--- config.mk ---
export PLATFORM = sky130hd
export DESIGN_NAME = rfa_back
export DESIGN_NICKNAME = d
export VERILOG_FILES = /design/src/sv/rfa_pkg.sv /design/src/sv/rfa_divider.sv /design/src/sv/rfa_back.sv
export SDC_FILE = /design/constraint.sdc
export NUM_CORES = 2
export LEC_CHECK = 0
export BUFFER_PORTS_ARGS = -buffer_cell sky130_fd_sc_hd__clkbuf_2
export CAP_MARGIN = 10
export CORE_ASPECT_RATIO = 1.75
export CORE_UTILIZATION = 48
export CTS_BUF_LIST = sky130_fd_sc_hd__clkbuf_4
export DETAILED_ROUTE_END_ITERATION = 6
export PLACE_DENSITY = 0.74
export SYNTH_ARGS = -nofsm -noshare
export SYNTH_HDL_FRONTEND = slang
export SYNTH_SLANG_ARGS = --single-unit
export TNS_END_PERCENT = 100
--- constraint.sdc ---
create_clock -name clk -period 28.1 [get_ports clk]
set_clock_uncertainty 0.15 [all_clocks]
set_input_delay 4.215 -clock clk [delete_from_list [all_inputs] [get_ports clk]]
set_output_delay 4.215 -clock clk [all_outputs]
set_load 0.02 [all_outputs]
--- src/sv/rfa_pkg.sv ---
// Shared types and constants for the rational fraction ALU.
package rfa_pkg;

  localparam int VW = 32;
  localparam int MW = 2 * VW;

  typedef enum logic [2:0] {
    CMD_ADD = 3'd0,
    CMD_SUB = 3'd1,
    CMD_MUL = 3'd2,
    CMD_DIV = 3'd3,
    CMD_LT  = 3'd4
  } cmd_t;

  typedef enum logic [1:0] {
    ST_OK       = 2'd0,
    ST_ZERO_DEN = 2'd1,
    ST_OVERFLOW = 2'd2
  } status_t;

  typedef struct packed {
    logic [2:0]         command;
    logic signed [31:0] a_num;
    logic signed [31:0] a_den;
    logic signed [31:0] b_num;
    logic signed [31:0] b_den;
  } in_item_t;

  typedef struct packed {
    logic signed [31:0] res_num;
    logic [30:0]        res_den;
    logic               is_less;
    logic [1:0]         status;
  } out_item_t;

  // Classified operation handed from the front end to the back end.
  // OP_REDUCE: product form (mul/div), OP_SUM: cross-product sum (add/sub).
  typedef enum logic [1:0] {
    OP_DONE   = 2'd0,
    OP_LT     = 2'd1,
    OP_REDUCE = 2'd2,
    OP_SUM    = 2'd3
  } op_t;

  typedef struct packed {
    op_t            op;
    logic [1:0]     status;
    logic           neg;
    logic [VW-1:0]  p_mag;
    logic [VW-1:0]  q_mag;
    logic [VW-1:0]  r_mag;
    logic [VW-1:0]  s_mag;
    logic           r_neg;
    logic           sub;
  } task_t;

  typedef enum logic [3:0] {
    BK_IDLE,
    BK_MUL1,
    BK_MUL2,
    BK_COMB,
    BK_GCD,
    BK_GWAIT,
    BK_DIVN,
    BK_DIVD,
    BK_OUT
  } bk_state_t;

endpackage

--- src/sv/rfa_divider.sv ---
// Restoring radix-2 divider for 2*VW-bit unsigned values, one bit per cycle.
module rfa_divider (
  input  logic                     clk,
  input  logic                     rst,
  input  logic                     start,
  input  logic [rfa_pkg::MW-1:0]   dividend,
  input  logic [rfa_pkg::MW-1:0]   divisor,
  output logic                     done,
  output logic [rfa_pkg::MW-1:0]   quotient,
  output logic [rfa_pkg::MW-1:0]   remainder
);

  localparam int MW = rfa_pkg::MW;
  localparam int CW = $clog2(MW + 1);

  logic [MW-1:0] quo, rem, dvs;
  logic [CW-1:0] cnt;
  logic          busy;
  logic [MW:0]   trial;

  assign trial     = {rem, quo[MW-1]} - {1'b0, dvs};
  assign quotient  = quo;
  assign remainder = rem;

  always_ff @(posedge clk) begin
    if (rst) begin
      busy <= 1'b0;
      done <= 1'b0;
      cnt  <= '0;
    end else begin
      done <= 1'b0;
      if (start) begin
        busy <= 1'b1;
        cnt  <= CW'(MW);
      end else if (busy) begin
        cnt <= cnt - 1'b1;
        if (cnt == CW'(1)) begin
          busy <= 1'b0;
          done <= 1'b1;
        end
      end
    end
  end

  always_ff @(posedge clk) begin
    if (start) begin
      quo <= dividend;
      rem <= '0;
      dvs <= divisor;
    end else if (busy) begin
      if (!trial[MW]) begin
        rem <= trial[MW-1:0];
        quo <= {quo[MW-2:0], 1'b1};
      end else begin
        rem <= {rem[MW-2:0], quo[MW-1]};
        quo <= {quo[MW-2:0], 1'b0};
      end
    end
  end

`ifndef SYNTH
  a_done_pulse: assert property (@(posedge clk) disable iff (rst)
    done |=> !done) else $error("done held");
  a_no_restart: assert property (@(posedge clk) disable iff (rst)
    busy && cnt != CW'(1) |=> busy) else $error("divider dropped busy");
  a_done_after: assert property (@(posedge clk) disable iff (rst)
    done |-> $past(busy)) else $error("done without work");
`endif

endmodule

--- src/sv/rfa_back.sv ---
// Back end: cross products, Euclid reduction, range check, output register.
module rfa_back (
  input  logic               clk,
  input  logic               rst,
  input  logic               q_valid,
  output logic               q_ready,
  input  rfa_pkg::task_t     q_task,
  output logic               out_valid,
  input  logic               out_ready,
  output rfa_pkg::out_item_t out_item
);

  localparam int VW = rfa_pkg::VW;
  localparam int MW = rfa_pkg::MW;
  localparam logic [MW-1:0] LIMIT = MW'((64'd1 << (VW - 1)) - 64'd1);

  rfa_pkg::bk_state_t state, state_next;
  rfa_pkg::task_t     tk;
  logic [MW-1:0]      m1, m2, x, y, num_mag, den;
  logic               neg;
  logic               div_start, div_done;
  logic [MW-1:0]      div_a, div_b, div_q, div_r;
  logic [VW-1:0]      ma, mb;
  logic [MW-1:0]      prod;
  rfa_pkg::out_item_t res;
  logic               t2n, addsub, out_load;
  logic [MW:0]        sum;
  logic [MW-1:0]      num_c, den_c;
  logic               neg_c;

  // One shared VW x VW multiplier, registered after use.
  always_comb begin
    ma = tk.p_mag;
    mb = tk.q_mag;
    case (state)
      rfa_pkg::BK_MUL2: begin
        ma = tk.r_mag;
        mb = tk.s_mag;
      end
      rfa_pkg::BK_COMB: begin
        ma = tk.s_mag;
        mb = tk.q_mag;
      end
      default: ;
    endcase
  end
  assign prod = MW'(ma) * MW'(mb);

  rfa_divider u_div (
    .clk(clk), .rst(rst), .start(div_start), .dividend(div_a), .divisor(div_b),
    .done(div_done), .quotient(div_q), .remainder(div_r)
  );

  // Signed combine of the two cross products for add/sub.
  assign addsub = (tk.op == rfa_pkg::OP_SUM);
  assign t2n    = (tk.r_neg ^ tk.sub) && (m2 != '0);
  assign sum    = (tk.neg == t2n) ? ({1'b0, m1} + {1'b0, m2}) :
                  (m1 >= m2) ? {1'b0, m1 - m2} : {1'b0, m2 - m1};
  assign num_c  = addsub ? sum[MW-1:0] : m1;
  assign den_c  = addsub ? prod : m2;
  assign neg_c  = addsub ? (((tk.neg == t2n) || (m1 >= m2)) ? tk.neg : t2n) : tk.neg;

  // Result register may load when empty or being drained this cycle.
  assign out_load = (state == rfa_pkg::BK_OUT) && (!out_valid || out_ready);

  always_comb begin
    state_next = state;
    q_ready    = 1'b0;
    div_start  = 1'b0;
    div_a      = x;
    div_b      = y;
    case (state)
      rfa_pkg::BK_IDLE: begin
        q_ready = 1'b1;
        if (q_valid) begin
          state_next = (q_task.op == rfa_pkg::OP_DONE) ? rfa_pkg::BK_OUT
                                                        : rfa_pkg::BK_MUL1;
        end
      end
      rfa_pkg::BK_MUL1: state_next = rfa_pkg::BK_MUL2;
      rfa_pkg::BK_MUL2: state_next = rfa_pkg::BK_COMB;
      rfa_pkg::BK_COMB: begin
        if (tk.op == rfa_pkg::OP_LT || num_c == '0) state_next = rfa_pkg::BK_OUT;
        else state_next = rfa_pkg::BK_GCD;
      end
      rfa_pkg::BK_GCD: begin
        div_start = 1'b1;
        if (y == '0) begin
          // x holds the GCD: divide it out of the numerator first
          div_a = num_mag;
          div_b = x;
          state_next = rfa_pkg::BK_DIVN;
        end else begin
          state_next = rfa_pkg::BK_GWAIT;
        end
      end
      rfa_pkg::BK_GWAIT: if (div_done) state_next = rfa_pkg::BK_GCD;
      rfa_pkg::BK_DIVN: if (div_done) begin
        div_start = 1'b1;
        div_a = den;
        div_b = x;
        state_next = rfa_pkg::BK_DIVD;
      end
      rfa_pkg::BK_DIVD: if (div_done) state_next = rfa_pkg::BK_OUT;
      rfa_pkg::BK_OUT: if (out_load) state_next = rfa_pkg::BK_IDLE;
      default: state_next = rfa_pkg::BK_IDLE;
    endcase
  end

  always_ff @(posedge clk) begin
    if (rst) begin
      state     <= rfa_pkg::BK_IDLE;
      out_valid <= 1'b0;
    end else begin
      state <= state_next;
      if (out_load) out_valid <= 1'b1;
      else if (out_ready) out_valid <= 1'b0;
    end
  end

  always_ff @(posedge clk) begin
    case (state)
      rfa_pkg::BK_IDLE: if (q_valid) tk <= q_task;
      rfa_pkg::BK_MUL1: m1 <= prod;
      rfa_pkg::BK_MUL2: m2 <= prod;
      rfa_pkg::BK_COMB: begin
        num_mag <= num_c;
        den     <= den_c;
        neg     <= neg_c;
        x       <= num_c;
        y       <= den_c;
      end
      rfa_pkg::BK_GWAIT: if (div_done) begin
        x <= y;
        y <= div_r;
      end
      rfa_pkg::BK_DIVN: if (div_done) num_mag <= div_q;
      rfa_pkg::BK_DIVD: if (div_done) den <= div_q;
      rfa_pkg::BK_OUT: if (out_load) out_item <= res;
      default: ;
    endcase
  end

  always_comb begin
    res = '0;
    case (tk.op)
      rfa_pkg::OP_DONE: res.status = tk.status;
      rfa_pkg::OP_LT: begin
        if (tk.neg != t2n) res.is_less = tk.neg;
        else if (tk.neg) res.is_less = (m1 > m2);
        else res.is_less = (m1 < m2);
      end
      default: begin
        if (num_mag == '0) begin
          res.res_den = 31'd1;
        end else if (den > LIMIT || num_mag > (LIMIT + MW'(neg))) begin
          res.status = rfa_pkg::ST_OVERFLOW;
        end else begin
          res.res_num = 32'(neg ? (MW'(0) - num_mag) : num_mag);
          res.res_den = 31'(den);
        end
      end
    endcase
  end

`ifndef SYNTH
  a_out_hold: assert property (@(posedge clk) disable iff (rst)
    out_valid && !out_ready |=> out_valid) else $error("result dropped");
  a_out_stable: assert property (@(posedge clk) disable iff (rst)
    out_valid && !out_ready |=> $stable(out_item)) else $error("result changed");
  a_take_idle: assert property (@(posedge clk) disable iff (rst)
    q_ready |-> state == rfa_pkg::BK_IDLE) else $error("bad take");
  a_out_from_state: assert property (@(posedge clk) disable iff (rst)
    $rose(out_valid) |-> $past(state) == rfa_pkg::BK_OUT) else $error("stray out");
`endif

endmodule

==> results.tsv <==
metric	value	unit
clock buffer count from CTS	188	
fin. max-slew vios	0	
CTS tree	yes	
root buffer cell	clkbuf_4	
Least-Margin Pin Slew	1430	ps
grt total ovfl	0	
fin crit share	48.4	%
Placeable Area	170000	um^2
H-tree depth	4	
post-synth top area share	26.1	%
relative slew slack	3.98	%
Worst-path clk slew	70	ps
Area Growth Syn to Fin	8.09	%
multi-input gate area in the final layout	53400	um^2
row count	200	
Net Count, Synth	10800	
Fin. Hold Viols	0	
Synth Flop Type	edfxtp_1	
Worst-Skew Late Latency	1290	ps
Gate Count Post-Synth	9179	
first-pass GRT wire length	586000	um
starting density of the core	48.4	%
most frequent cell after synthesis	nor2_1	
post-synth top area cell	edfxtp_1	
most used cell, CP	fa_1	
Max Cap Viol	0	
Vias/cell	6.59	
CP startpoint kind	flip-flop	
Total GRT Usage	47.9	%
die area	173000	um^2
First-pass DRT Iterations	7	
clk buf depth	4	
Post CTS Setup Buffer Count	0	
Initial DRC Count	9119	
FF+latch area	23000	um^2
RSZ-0062 raised after global routing	false	
Setup Viol. Count Final	0	
Post-synth ARST share	0	%
CTS Hold Bufs	0	
Worst Setup End Kind	flip-flop	
Die X	315	um
Synth Cell Area	82100	um^2
final core utilization	52.3	%
WL/cell	34.6	um
share of post-route cells with drive strength above 1	9.54	%
EDFF count, synth	714	
final worst slack	14510	ps
final WL	406000	um
final instance area	88800	um^2
Setup WS pre-CTS	14990	ps
die height	549	um
flop2flop setup slack	14510	ps
CTS sink cnt	792	
synth warn	0	
number of buffers added on ports	206	
Worst Path Max Fanout	68	
setup TNS	0	ps
final RePlAce weighted congestion	1.27	
outcome	finished with violations	
number of global-route vias before repair	79900	
signal arrival time at the worst endpoint	14340	ps
largest net degree at the start of global routing	97	
worst path required time	28850	ps
commonest cells in the netlist	nor2_1, inv_1, fa_1, nand2_1, a21oi_1	
CP Class	flip-flop to flip-flop	
Placed Area	86100	um^2
Synth Register Bits	792	
minimum clock period	13590	ps
antenna-violating nets left	0	
number of gates resized after cts	0	
via count	77200	
violated checks	design-rule violations	
Peak Freq	73.6	MHz
Critical Path Max Stage Delay	1030	ps
initial antenna violation count	41	
# nets final	10900	
Crit-path slowest cell	mux2i_4	
Top-Level Pins	207	
HP Class	flip-flop to flip-flop	
Final HPWL DP	310000	um
Seq/Total Area, Yosys	28.0	%
Yosys cell types	100	
fillers	15800	
top post-synthesis cells by area	edfxtp_1, fa_1, ha_1	
Residual DRC	11	
Synth Area per Inst	8.95	um^2
-- metrics by stage --
step           hold slack (ps)  instances
6_report                   345      11700
4_1_cts                    328      11700
5_1_grt                    377      11700
3_5_place_dp               382      11300
2_1_floorplan              319       9179
3_3_place_gp               331      11300
-- cells by family after synthesis --
logic type	synth area share, %
buf+inv	7.63
mux	2.39
flops	28.0
fa+ha+maj	30.3
compound gates	13.9
xor+xnor	2.18
simple gates	15.6
-- flip-flops by register name (all words and copies together), names as in the netlist --
name             cells
u_div.cnt            7
tk                 135
u_div.quotient      64
u_div.busy           1
den                 64
out_item            66
u_div.dvs           64
u_div.remainder     64
m2                  64
state                4
y                   64
out_valid            1
x                   64
num_mag             64
neg                  1
u_div.done           1
m1                  64
-- area by class of cell --
| cell class | instances | share of cell area, % |
|---|---|---|
| well taps | 2222 | 3.13 |
| clock inverters | 52 | 0.338 |
| clock buffers | 278 | 2.35 |
| flip-flops and latches | 792 | 25.9 |
| repair buffers | 425 | 3.07 |
| inverters | 1167 | 4.94 |
| diodes | 27 | 0.0761 |
| multi-input cells | 6741 | 60.2 |
-- path summary, 6_finish.rpt --
check / start / to / cells after the start
setup / recovery: state[1]$_SDFFE_PP0P_ / y[56]$_DFFE_PP_ / 33
hold reg to reg: u_div.remainder[23]$_SDFFE_PP0P_ / u_div.remainder[24]$_SDFFE_PP0P_ / 2
hold / removal: u_div.remainder[23]$_SDFFE_PP0P_ / u_div.remainder[24]$_SDFFE_PP0P_ / 2
setup reg to reg: state[1]$_SDFFE_PP0P_ / y[56]$_DFFE_PP_ / 33
-- critical path: cells and delay by family (launching register included) --
family	cells	cell delay (ps)
adder cells (fa/ha/maj)	9	4430
XOR/XNOR	1	160
AO/OA/AOI/OAI	8	2590
flip-flops	1	550
AND/OR/NAND/NOR	6	1540
buffers and inverters	7	2200
multiplexers	2	1430
-- cell usage in the layout (no fill, tap or decap), types with 150 or more instances in the layout --
cell type,n
a21o_1,150
a21oi_1,859
buf_4,207
clkbuf_2,206
clkbuf_4,278
edfxtp_1,714
fa_1,900
ha_1,552
inv_1,1164
nand2_1,871
nor2_1,1437
o21ai_0,385
-- routing by layer --
layer	share of wire, %	track usage (%)
met2	47	77.2
met3	10	17.7
met4	17	59.3
met1	27	41.7
met5	0.042	0.617
Power is not shown: default switching activity piles up to over one toggle a cycle in this logic, so the estimate is an artifact.
