`config.mk`:
```
export PLATFORM = sky130hd
export DESIGN_NAME = rfa_front
export DESIGN_NICKNAME = d
export VERILOG_FILES = /design/src/sv/rfa_pkg.sv /design/src/sv/rfa_front.sv
export SDC_FILE = /design/constraint.sdc
export NUM_CORES = 1
export LEC_CHECK = 0
export BUFFER_PORTS_ARGS = -buffer_cell sky130_fd_sc_hd__buf_4
export CAP_MARGIN = 20
export CORE_MARGIN = 10
export CORE_UTILIZATION = 52
export CTS_CLUSTER_SIZE = 14
export DETAILED_ROUTE_END_ITERATION = 12
export GPL_TIMING_DRIVEN = 0
export PLACE_DENSITY = 0.84
export SYNTH_ARGS = -nofsm -noshare
export SYNTH_HDL_FRONTEND = slang
export SYNTH_SLANG_ARGS = --single-unit
```
`constraint.sdc`:
```
create_clock -name clk -period 6.8 [get_ports clk]
set_input_delay 1.02 -clock clk [delete_from_list [all_inputs] [get_ports clk]]
set_output_delay 1.02 -clock clk [all_outputs]
set_load 0.01 [all_outputs]
```
`src/sv/rfa_pkg.sv`:
```
// Shared types and constants for the rational fraction ALU.
package rfa_pkg;

  localparam int VW = 32;
  localparam int MW = 2 * VW;

  typedef enum logic [2:0] {
    CMD_ADD = 3'd0,
    CMD_SUB = 3'd1,
    CMD_MUL = 3'd2,
    CMD_DIV = 3'd3,
    CMD_LT  = 3'd4
  } cmd_t;

  typedef enum logic [1:0] {
    ST_OK       = 2'd0,
    ST_ZERO_DEN = 2'd1,
    ST_OVERFLOW = 2'd2
  } status_t;

  typedef struct packed {
    logic [2:0]         command;
    logic signed [31:0] a_num;
    logic signed [31:0] a_den;
    logic signed [31:0] b_num;
    logic signed [31:0] b_den;
  } in_item_t;

  typedef struct packed {
    logic signed [31:0] res_num;
    logic [30:0]        res_den;
    logic               is_less;
    logic [1:0]         status;
  } out_item_t;

  // Classified operation handed from the front end to the back end.
  // OP_REDUCE: product form (mul/div), OP_SUM: cross-product sum (add/sub).
  typedef enum logic [1:0] {
    OP_DONE   = 2'd0,
    OP_LT     = 2'd1,
    OP_REDUCE = 2'd2,
    OP_SUM    = 2'd3
  } op_t;

  typedef struct packed {
    op_t            op;
    logic [1:0]     status;
    logic           neg;
    logic [VW-1:0]  p_mag;
    logic [VW-1:0]  q_mag;
    logic [VW-1:0]  r_mag;
    logic [VW-1:0]  s_mag;
    logic           r_neg;
    logic           sub;
  } task_t;

  typedef enum logic [3:0] {
    BK_IDLE,
    BK_MUL1,
    BK_MUL2,
    BK_COMB,
    BK_GCD,
    BK_GWAIT,
    BK_DIVN,
    BK_DIVD,
    BK_OUT
  } bk_state_t;

endpackage

```
`src/sv/rfa_front.sv`:
```
// Front end: sign normalization and command classification.
module rfa_front (
  input  logic             clk,
  input  logic             rst,
  input  logic             in_valid,
  output logic             in_ready,
  input  rfa_pkg::in_item_t in_item,
  output logic             q_valid,
  input  logic             q_ready,
  output rfa_pkg::task_t   q_task
);

  localparam int VW = rfa_pkg::VW;

  logic [VW:0]   an_m, ad_m, bn_m, bd_m;
  logic          an_s, ad_s, bn_s, bd_s;
  logic [VW-1:0] an_v, ad_v, bn_v, bd_v;
  logic          ann, bnn;
  rfa_pkg::task_t t;

  // Magnitude of a sign-extended value; -2^(VW-1) needs VW bits, kept in VW+1.
  function automatic logic [VW:0] mag_of(input logic [VW-1:0] v);
    logic [VW:0] x;
    x = {1'b0, v};
    return v[VW-1] ? ({1'b1, {VW{1'b0}}} - x) : x;
  endfunction

  assign an_v = in_item.a_num[VW-1:0];
  assign ad_v = in_item.a_den[VW-1:0];
  assign bn_v = in_item.b_num[VW-1:0];
  assign bd_v = in_item.b_den[VW-1:0];
  assign an_s = an_v[VW-1];
  assign ad_s = ad_v[VW-1];
  assign bn_s = bn_v[VW-1];
  assign bd_s = bd_v[VW-1];
  assign an_m = mag_of(an_v);
  assign ad_m = mag_of(ad_v);
  assign bn_m = mag_of(bn_v);
  assign bd_m = mag_of(bd_v);
  assign ann  = (an_s != ad_s) && (an_m != '0);
  assign bnn  = (bn_s != bd_s) && (bn_m != '0);

  // Magnitudes up to 2^(VW-1) fit VW bits.
  always_comb begin
    t        = '0;
    t.op     = rfa_pkg::OP_DONE;
    t.status = rfa_pkg::ST_OK;
    if (in_item.command > 3'(rfa_pkg::CMD_LT)) begin
      t.op = rfa_pkg::OP_DONE;
    end else if (ad_m == '0 || bd_m == '0) begin
      t.status = rfa_pkg::ST_ZERO_DEN;
    end else begin
      case (rfa_pkg::cmd_t'(in_item.command))
        rfa_pkg::CMD_LT: begin
          t.op = rfa_pkg::OP_LT;
          t.neg = ann; t.p_mag = an_m[VW-1:0]; t.q_mag = bd_m[VW-1:0];
          t.r_neg = bnn; t.r_mag = bn_m[VW-1:0]; t.s_mag = ad_m[VW-1:0];
        end
        rfa_pkg::CMD_ADD, rfa_pkg::CMD_SUB: begin
          t.op = rfa_pkg::OP_SUM;
          t.neg = ann; t.p_mag = an_m[VW-1:0]; t.q_mag = bd_m[VW-1:0];
          t.r_neg = bnn; t.r_mag = bn_m[VW-1:0]; t.s_mag = ad_m[VW-1:0];
          t.sub = (in_item.command == 3'(rfa_pkg::CMD_SUB));
        end
        rfa_pkg::CMD_MUL: begin
          t.op = rfa_pkg::OP_REDUCE;
          t.neg = ann != bnn; t.p_mag = an_m[VW-1:0]; t.q_mag = bn_m[VW-1:0];
          t.r_mag = ad_m[VW-1:0]; t.s_mag = bd_m[VW-1:0];
        end
        rfa_pkg::CMD_DIV: begin
          if (bn_m == '0) begin
            t.status = rfa_pkg::ST_ZERO_DEN;
          end else begin
            t.op = rfa_pkg::OP_REDUCE;
            t.neg = ann != bnn; t.p_mag = an_m[VW-1:0]; t.q_mag = bd_m[VW-1:0];
            t.r_mag = ad_m[VW-1:0]; t.s_mag = bn_m[VW-1:0];
          end
        end
        default: t.op = rfa_pkg::OP_DONE;
      endcase
    end
  end

  // Two-entry queue to the back end.
  rfa_pkg::task_t q_mem [2];
  logic           wr_ptr, rd_ptr;
  logic [1:0]     count;

  assign in_ready = (count != 2'd2);
  assign q_valid  = (count != 2'd0);
  assign q_task   = q_mem[rd_ptr];

  always_ff @(posedge clk) begin
    if (in_valid && in_ready) begin
      q_mem[wr_ptr] <= t;
    end
  end

  always_ff @(posedge clk) begin
    if (rst) begin
      wr_ptr <= 1'b0;
      rd_ptr <= 1'b0;
      count  <= 2'd0;
    end else begin
      if (in_valid && in_ready) wr_ptr <= ~wr_ptr;
      if (q_valid && q_ready) rd_ptr <= ~rd_ptr;
      count <= count + 2'(in_valid && in_ready) - 2'(q_valid && q_ready);
    end
  end

`ifndef SYNTH
  a_no_overfill: assert property (@(posedge clk) disable iff (rst)
    count == 2'd2 |-> !in_ready) else $error("queue overfill");
  a_cnt_range: assert property (@(posedge clk) disable iff (rst)
    count != 2'd3) else $error("queue count corrupt");
  a_pop_nonempty: assert property (@(posedge clk) disable iff (rst)
    q_ready && q_valid |-> count != 2'd0) else $error("pop from empty");
`endif

endmodule

```
==> results of run 1 <==
placed cells by master (no fill, tap or decap), drive strengths merged, types with 24 or more instances in the layout:
master and instances:
a21oi 73, buf 277, clkbuf 121, edfxtp 268, inv 24, mux2 140
nand2 104, nor2 152, nor3 31, nor4 25, o21ai 71, o31ai 38
xnor2 61, xor2 60
flip-flops by register name (all words and copies together), names as in the netlist, named ones only:
signal	count
q_mem	268
wr_ptr	1
rd_ptr	1
count	2
cell usage after synthesis (all sizes together) (8+ instances only):
cell type and n:
a221oi 8, nand2b 8, a222oi 9, nor4 25, nor2b 16, or3 20, a2bb2oi 17, clkbuf 89
nand2 104, o21bai 12, a21oi 73, a31oi 13, xor2 60, o22ai 9, nand3 23, o21ai 71
edfxtp 268, mux2 140, nand4 11, a22oi 16, nor3 31, o41ai 15, nor2 152, or2 11
or4 18, buf 20, inv 23, xnor2 61, o31ai 38
power by group through the flow:
stage               Sequential [uW]  Clock, uW  Combinational [uW]
detailed placement             2280          0                1880
finish                         2240       1480                1890
floorplan                      2290          0                 996
CTS                            2250       1500                1890
global route                   2270       1570                2010
global placement               2310          0                1820
worst max-delay path: cells and delay by family:
| family | cells | cell delay, ns |
|---|---|---|
| AO/OA/AOI/OAI | 1 | 0.40 |
| adder cells (fa/ha/maj) | 1 | 0.28 |
| AND/OR/NAND/NOR | 7 | 2.90 |
| buffers and inverters | 4 | 0.93 |
| XOR/XNOR | 1 | 0.27 |
path summary, 6_finish.rpt:
path,to,slack [ns],depth (start not counted)
max,q_mem[0][20],1.23,14
min,rd_ptr,0.52,2
max reg2reg,q_mem[1][21],4.66,4
min reg2reg,rd_ptr,0.52,2
stage by stage:
stage	area [sq um]	std cells	TNS (ns)	hold WS, ns
finish	19400	2172	0	0.518
global route	19400	2171	0	0.529
CTS	19400	2168	0	0.519
detailed placement	18500	2122	0	0.499
global placement	18400	2116	-22.48	0.496
floorplan	16000	1469	0	0.481
final cells by class:
class                   count  area share [%]
clock inverters            14           0.922
flip-flops and latches    273            42.0
clock buffers              32            3.58
well taps                 396            2.55
plain buffers             109            2.32
repair buffers            257            10.4
multi-input cells        1064            37.8
diodes                      4          0.0516
inverters                  23           0.445
cell families (layout without fill, tap and decap cells):
| kind of cell | Yosys count | in the layout | share of synthesized area (%) |
|---|---|---|---|
| fa+ha+maj | 6 | 6 | 0.469 |
| simple gates | 454 | 454 | 14.1 |
| xor+xnor | 121 | 121 | 6.63 |
| compound gates | 338 | 338 | 14.4 |
| mux | 144 | 144 | 10.1 |
| other cells | 1 | 5 | 0.0234 |
| flops | 273 | 273 | 50.9 |
| buf+inv | 132 | 435 | 3.35 |
metal layers:
layer / up-vias / track usage, % / wire length (um)
met1: 6711 / 35.3 / 21500
met4: 2 / 10.4 / 2200
met3: 140 / 5.70 / 5370
li1: 6159 / - / -
met5: - / 0 / 15
met2: 865 / 43.9 / 25800
==> results.json, run 1 <==
{
  "ys_seq_area_share_pct": 50.9,
  "post_cts_buffers": 0,
  "clk_latency_ns": 0.54,
  "nets": 1896,
  "clockBufferDepth": 3,
  "synth_ff_type": "edfxtp_1",
  "cts_root_buffer": "clkbuf_16",
  "ys_top_cells_by_area": "edfxtp_1 (50%), mux2_2 (9.9%), nor2_1 (3.6%)",
  "routedWlPerCell_um": 25.3,
  "powerDensity_nw_per_um2": 290,
  "io_buffers": 251,
  "synth_fp_nets": 1610,
  "timing.slew.headroom_pct": 33.8,
  "p_sw_uw": 1720,
  "crit_type": "in2reg",
  "drc": 0,
  "antenna_found_initial": 4,
  "crit_slowest_cell": "or4b_2",
  "grtUsageTotal_pct": 27.2,
  "synth_edf_count": 268,
  "cts_made_buffers": 27,
  "grt_max_degree": 52,
  "crit_path_max_incr_delay_ns": 0.61,
  "area_delta_synth_final_pct": 21.3,
  "via_per_inst": 6.39,
  "first_iter_violations": 1778,
  "ys.warnings.count": 0,
  "drv_slew": 0,
  "cts_hold_repair.buffers": 0,
  "min_path_type": "reg2reg",
  "power.internal_uw": 3900,
  "cts.sinks": 273,
  "start_kind": "primary input",
  "worst_slew_pin_slew_ns": 0.980,
  "io_pins": 272,
  "skew_ns": 0.0104,
  "gp_congestion": 1.01,
  "globalRouteOverflowTotal": 0,
  "end_kind": "flip-flop",
  "critPathLaunch": "in_item[0]",
  "post-route-util_pct": 63.6,
  "ir_worst_vdd_mv": 0.202,
  "finalCriticalPeriod_ns": 5.57,
  "synth_top_cell_by_area": "edfxtp_1",
  "dr.pass1.iters": 6,
  "place_ws_ns": 0.936,
  "synth_async_sr_flop_share_pct": 0,
  "die_height_um": 195,
  "final_hold_viol_count": 0,
  "outcome": "complete, no violations",
  "dieArea_sq_um": 38200,
  "p_comb_share_pct": 33.7,
  "crit_chain": "buf_4 > inv_1 > ha_1 > or4b_2 > clkbuf_1 > or3_1 > o41ai_1 > xor2_1 > nor4bb_1 > nor4b_1 > nand4_1 > nand3_1 > clkbuf_1 > nor2_1",
  "postSynthCellCount": 1469,
  "hold_start": "rd_ptr",
  "crit_fanout": 10,
  "wirelength_um": 54900,
  "netlist_area_sq_um": 16000,
  "layout_setup_ws_ns": 1.23,
  "fmax_mhz": 180,
  "setup_viol": 0,
  "post_cts_resized": 0,
  "leakage_uw": 0.00690,
  "r2r_start": "count[0]",
  "post-dp-hpwl_um": 42400,
  "num_rows": 64,
  "core_sq_um": 30500,
  "avgSynthCellArea_sq_um": 10.9,
  "clkPwrFrac_pct": 26.4,
  "multi_input_area_sq_um": 7320,
  "htreeDepth": 1,
  "clkTransAtPathRegs_ns": 0.06,
  "grt_pass1_vias": 13300,
  "finalCritPeriodShare_pct": 81.9,
  "seqPwrFrac_pct": 39.9,
  "ys_ff_latch": 273,
  "regArea_sq_um": 8150,
  "rsz0062_at_grt": "false",
  "cp.arrival_ns": 5.80,
  "netlist.area_leader.share_pct": 50.3,
  "die_x_um": 195,
  "synth_cell_type_count": 75,
  "grt_pass1_wl_um": 81500,
  "num_vias": 13900,
  "path_common_cell": "clkbuf_1",
  "fillers": 2432,
  "cap_viol_max_count": 0,
  "cts_tree": "done",
  "cp.required_ns": 7.03,
  "power_uw": 5620,
  "drive_above_1_share_pct": 27.0,
  "antenna_left": 0,
  "start_util_pct": 52.4,
  "switching_share_pct": 30.6
}
(Power assumes the default switching activity.)
==> run 2: changes to the inputs <==
clock period = 4.51 ns   (was 6.8 ns; I/O delays follow)
==> run 2 against run 1 <==
First-iteration DRC count down 10%; critical endpoint is now q_mem[0][51]; highest routed layer is now met4; final cell count up 0.41%; sequential power up 51%; final area up 1.9%.
==> results.json, run 2 (synthesized netlist as in run 1, its figures left out) <==
{
  "start_kind": "primary input",
  "min_path_type": "in2reg",
  "htreeDepth": 1,
  "crit_fanout": 10,
  "finalCritPeriodShare_pct": 97.9,
  "powerDensity_nw_per_um2": 437,
  "switching_share_pct": 30.8,
  "finalCriticalPeriod_ns": 4.41,
  "clk_latency_ns": 0.57,
  "p_comb_share_pct": 33.5,
  "area_delta_synth_final_pct": 23.5,
  "cts_root_buffer": "clkbuf_16",
  "timing.slew.headroom_pct": 15.7,
  "num_rows": 64,
  "cap_viol_max_count": 0,
  "antenna_cells": 0,
  "dieArea_sq_um": 38200,
  "core_sq_um": 30500,
  "power_uw": 8640,
  "largest-register": "q_mem",
  "first_iter_violations": 1592,
  "final_hold_viol_count": 0,
  "largest_reg_flops": 268,
  "fillers": 2386,
  "crit_type": "in2reg",
  "crit_path_max_incr_delay_ns": 0.61,
  "placed_cell_area_sq_um": 18500,
  "fmax_mhz": 227,
  "ir_worst_vdd_mv": 0.414,
  "top_regs": "q_mem: 268 flops, count: 2 flops",
  "antenna_left": 0,
  "grt_pass1_vias": 13700,
  "layout_common_cells": "edfxtp_1 (268), buf_4 (263), nor2_1 (147)",
  "io_pins": 272,
  "power.internal_uw": 5980,
  "crit_chain": "clkbuf_2 > inv_1 > ha_2 > or4b_2 > clkbuf_4 > o41ai_1 > xnor2_1 > a211oi_1 > nand4_1 > nor4b_4 > buf_4 > a31oi_2 > buf_6 > a22oi_1 > nor2_1",
  "post-dp-hpwl_um": 44300,
  "cts_hold_repair.buffers": 0,
  "die_height_um": 195,
  "dr.pass1.iters": 6,
  "seqPwrFrac_pct": 39.1,
  "cts.sinks": 273,
  "crit_slowest_cell": "or4b_2",
  "grtUsageTotal_pct": 28.5,
  "wirelength_um": 57100,
  "tns_ns": 0,
  "drc": 0,
  "gp_congestion": 1.00,
  "cts_made_buffers": 28,
  "final_area_sq_um": 19800,
  "num_vias": 13900,
  "die_x_um": 195,
  "globalRouteOverflowTotal": 0,
  "setup_viol": 0,
  "cts_tree": "done",
  "leakage_uw": 0.00707,
  "worst_slew_pin_slew_ns": 1.25,
  "clkTransAtPathRegs_ns": 0.06,
  "drv_slew": 0,
  "cp.required_ns": 4.78,
  "drive_above_1_share_pct": 29.5,
  "clockBufferDepth": 3,
  "nets": 1904,
  "worst-path-buf-inv": 5,
  "start_util_pct": 52.4,
  "cpLargestDelayFamily": "simple AND/OR/NAND/NOR gates",
  "via_per_inst": 6.36,
  "grt_max_degree": 51,
  "p_sw_uw": 2660,
  "grt_pass1_wl_um": 84700,
  "cp.arrival_ns": 4.68,
  "io_buffers": 251,
  "clkPwrFrac_pct": 27.4,
  "end_kind": "flip-flop",
  "antenna_found_initial": 0,
  "outcome": "complete, no violations",
  "skew_ns": 0.0317,
  "routedWlPerCell_um": 26.2,
  "final_common_cell": "edfxtp_1"
}
[run 2: cell types whose count changed in the layout (fill, tap and decap cells not counted), sizes merged]
cell      change
diode         -4
clkinvlp      -1
clkbuf        +8
buf           +6
clkinv        +1
bufinv        -1
[run 2: layout make-up]
class / count / area (sq um) / share of cell area (%)
clock inverters: 13 / 161 / 0.817
inverters: 23 / 86.3 / 0.437
well taps: 396 / 495 / 2.51
multi-input cells: 1064 / 7510 / 38.0
plain buffers: 109 / 492 / 2.49
flip-flops and latches: 273 / 8150 / 41.2
clock buffers: 39 / 793 / 4.01
repair buffers: 264 / 2070 / 10.5
[run 2: power groups by stage]
stage | sequential (uW) | combinational [uW] | clock, uW
5_1_grt | 3420 | 3090 | 2490
6_report | 3380 | 2890 | 2370
2_1_floorplan | 3430 | 1500 | 0
4_1_cts | 3390 | 2890 | 2390
3_5_place_dp | 3440 | 2860 | 0
3_3_place_gp | 3460 | 2760 | 0
[run 2: final timing paths]
path,cells after the start,startpoint,end,slack (ns)
min reg2reg,2,rd_ptr,rd_ptr,0.54
max,15,in_item[32],q_mem[0][51],0.1
min,2,rst,count[0],0.33
max reg2reg,5,count[0],q_mem[0][96],2.57
[run 2: per-layer routing]
layer	track usage, %	wire length (um)	vias to the layer above
met5	0	0	-
met4	9.36	2210	0
met3	6.25	5260	139
met2	47.4	27500	787
met1	36.0	22100	6781
li1	-	-	6174
[run 2: what timing repair did]
action	in CTS	in global routing
setup endpoints to repair	258	260
pin swaps	3	4
setup buffers	4	3
resized for setup	13	48
cloned	0	0
[run 2: per-stage QoR]
stage | cells | hold slack, ns | setup slack, ns | util (%)
2_1_floorplan | 1469 | 0.481 | 0.0913 | -
3_3_place_gp | 2116 | 0.496 | -1.46 | 60.3
3_5_place_dp | 2122 | 0.520 | -1.08 | 60.7
4_1_cts | 2178 | 0.328 | 0.00431 | 64.1
5_1_grt | 2181 | 0.333 | -0.0606 | 64.8
6_report | 2181 | 0.332 | 0.0950 | 64.8
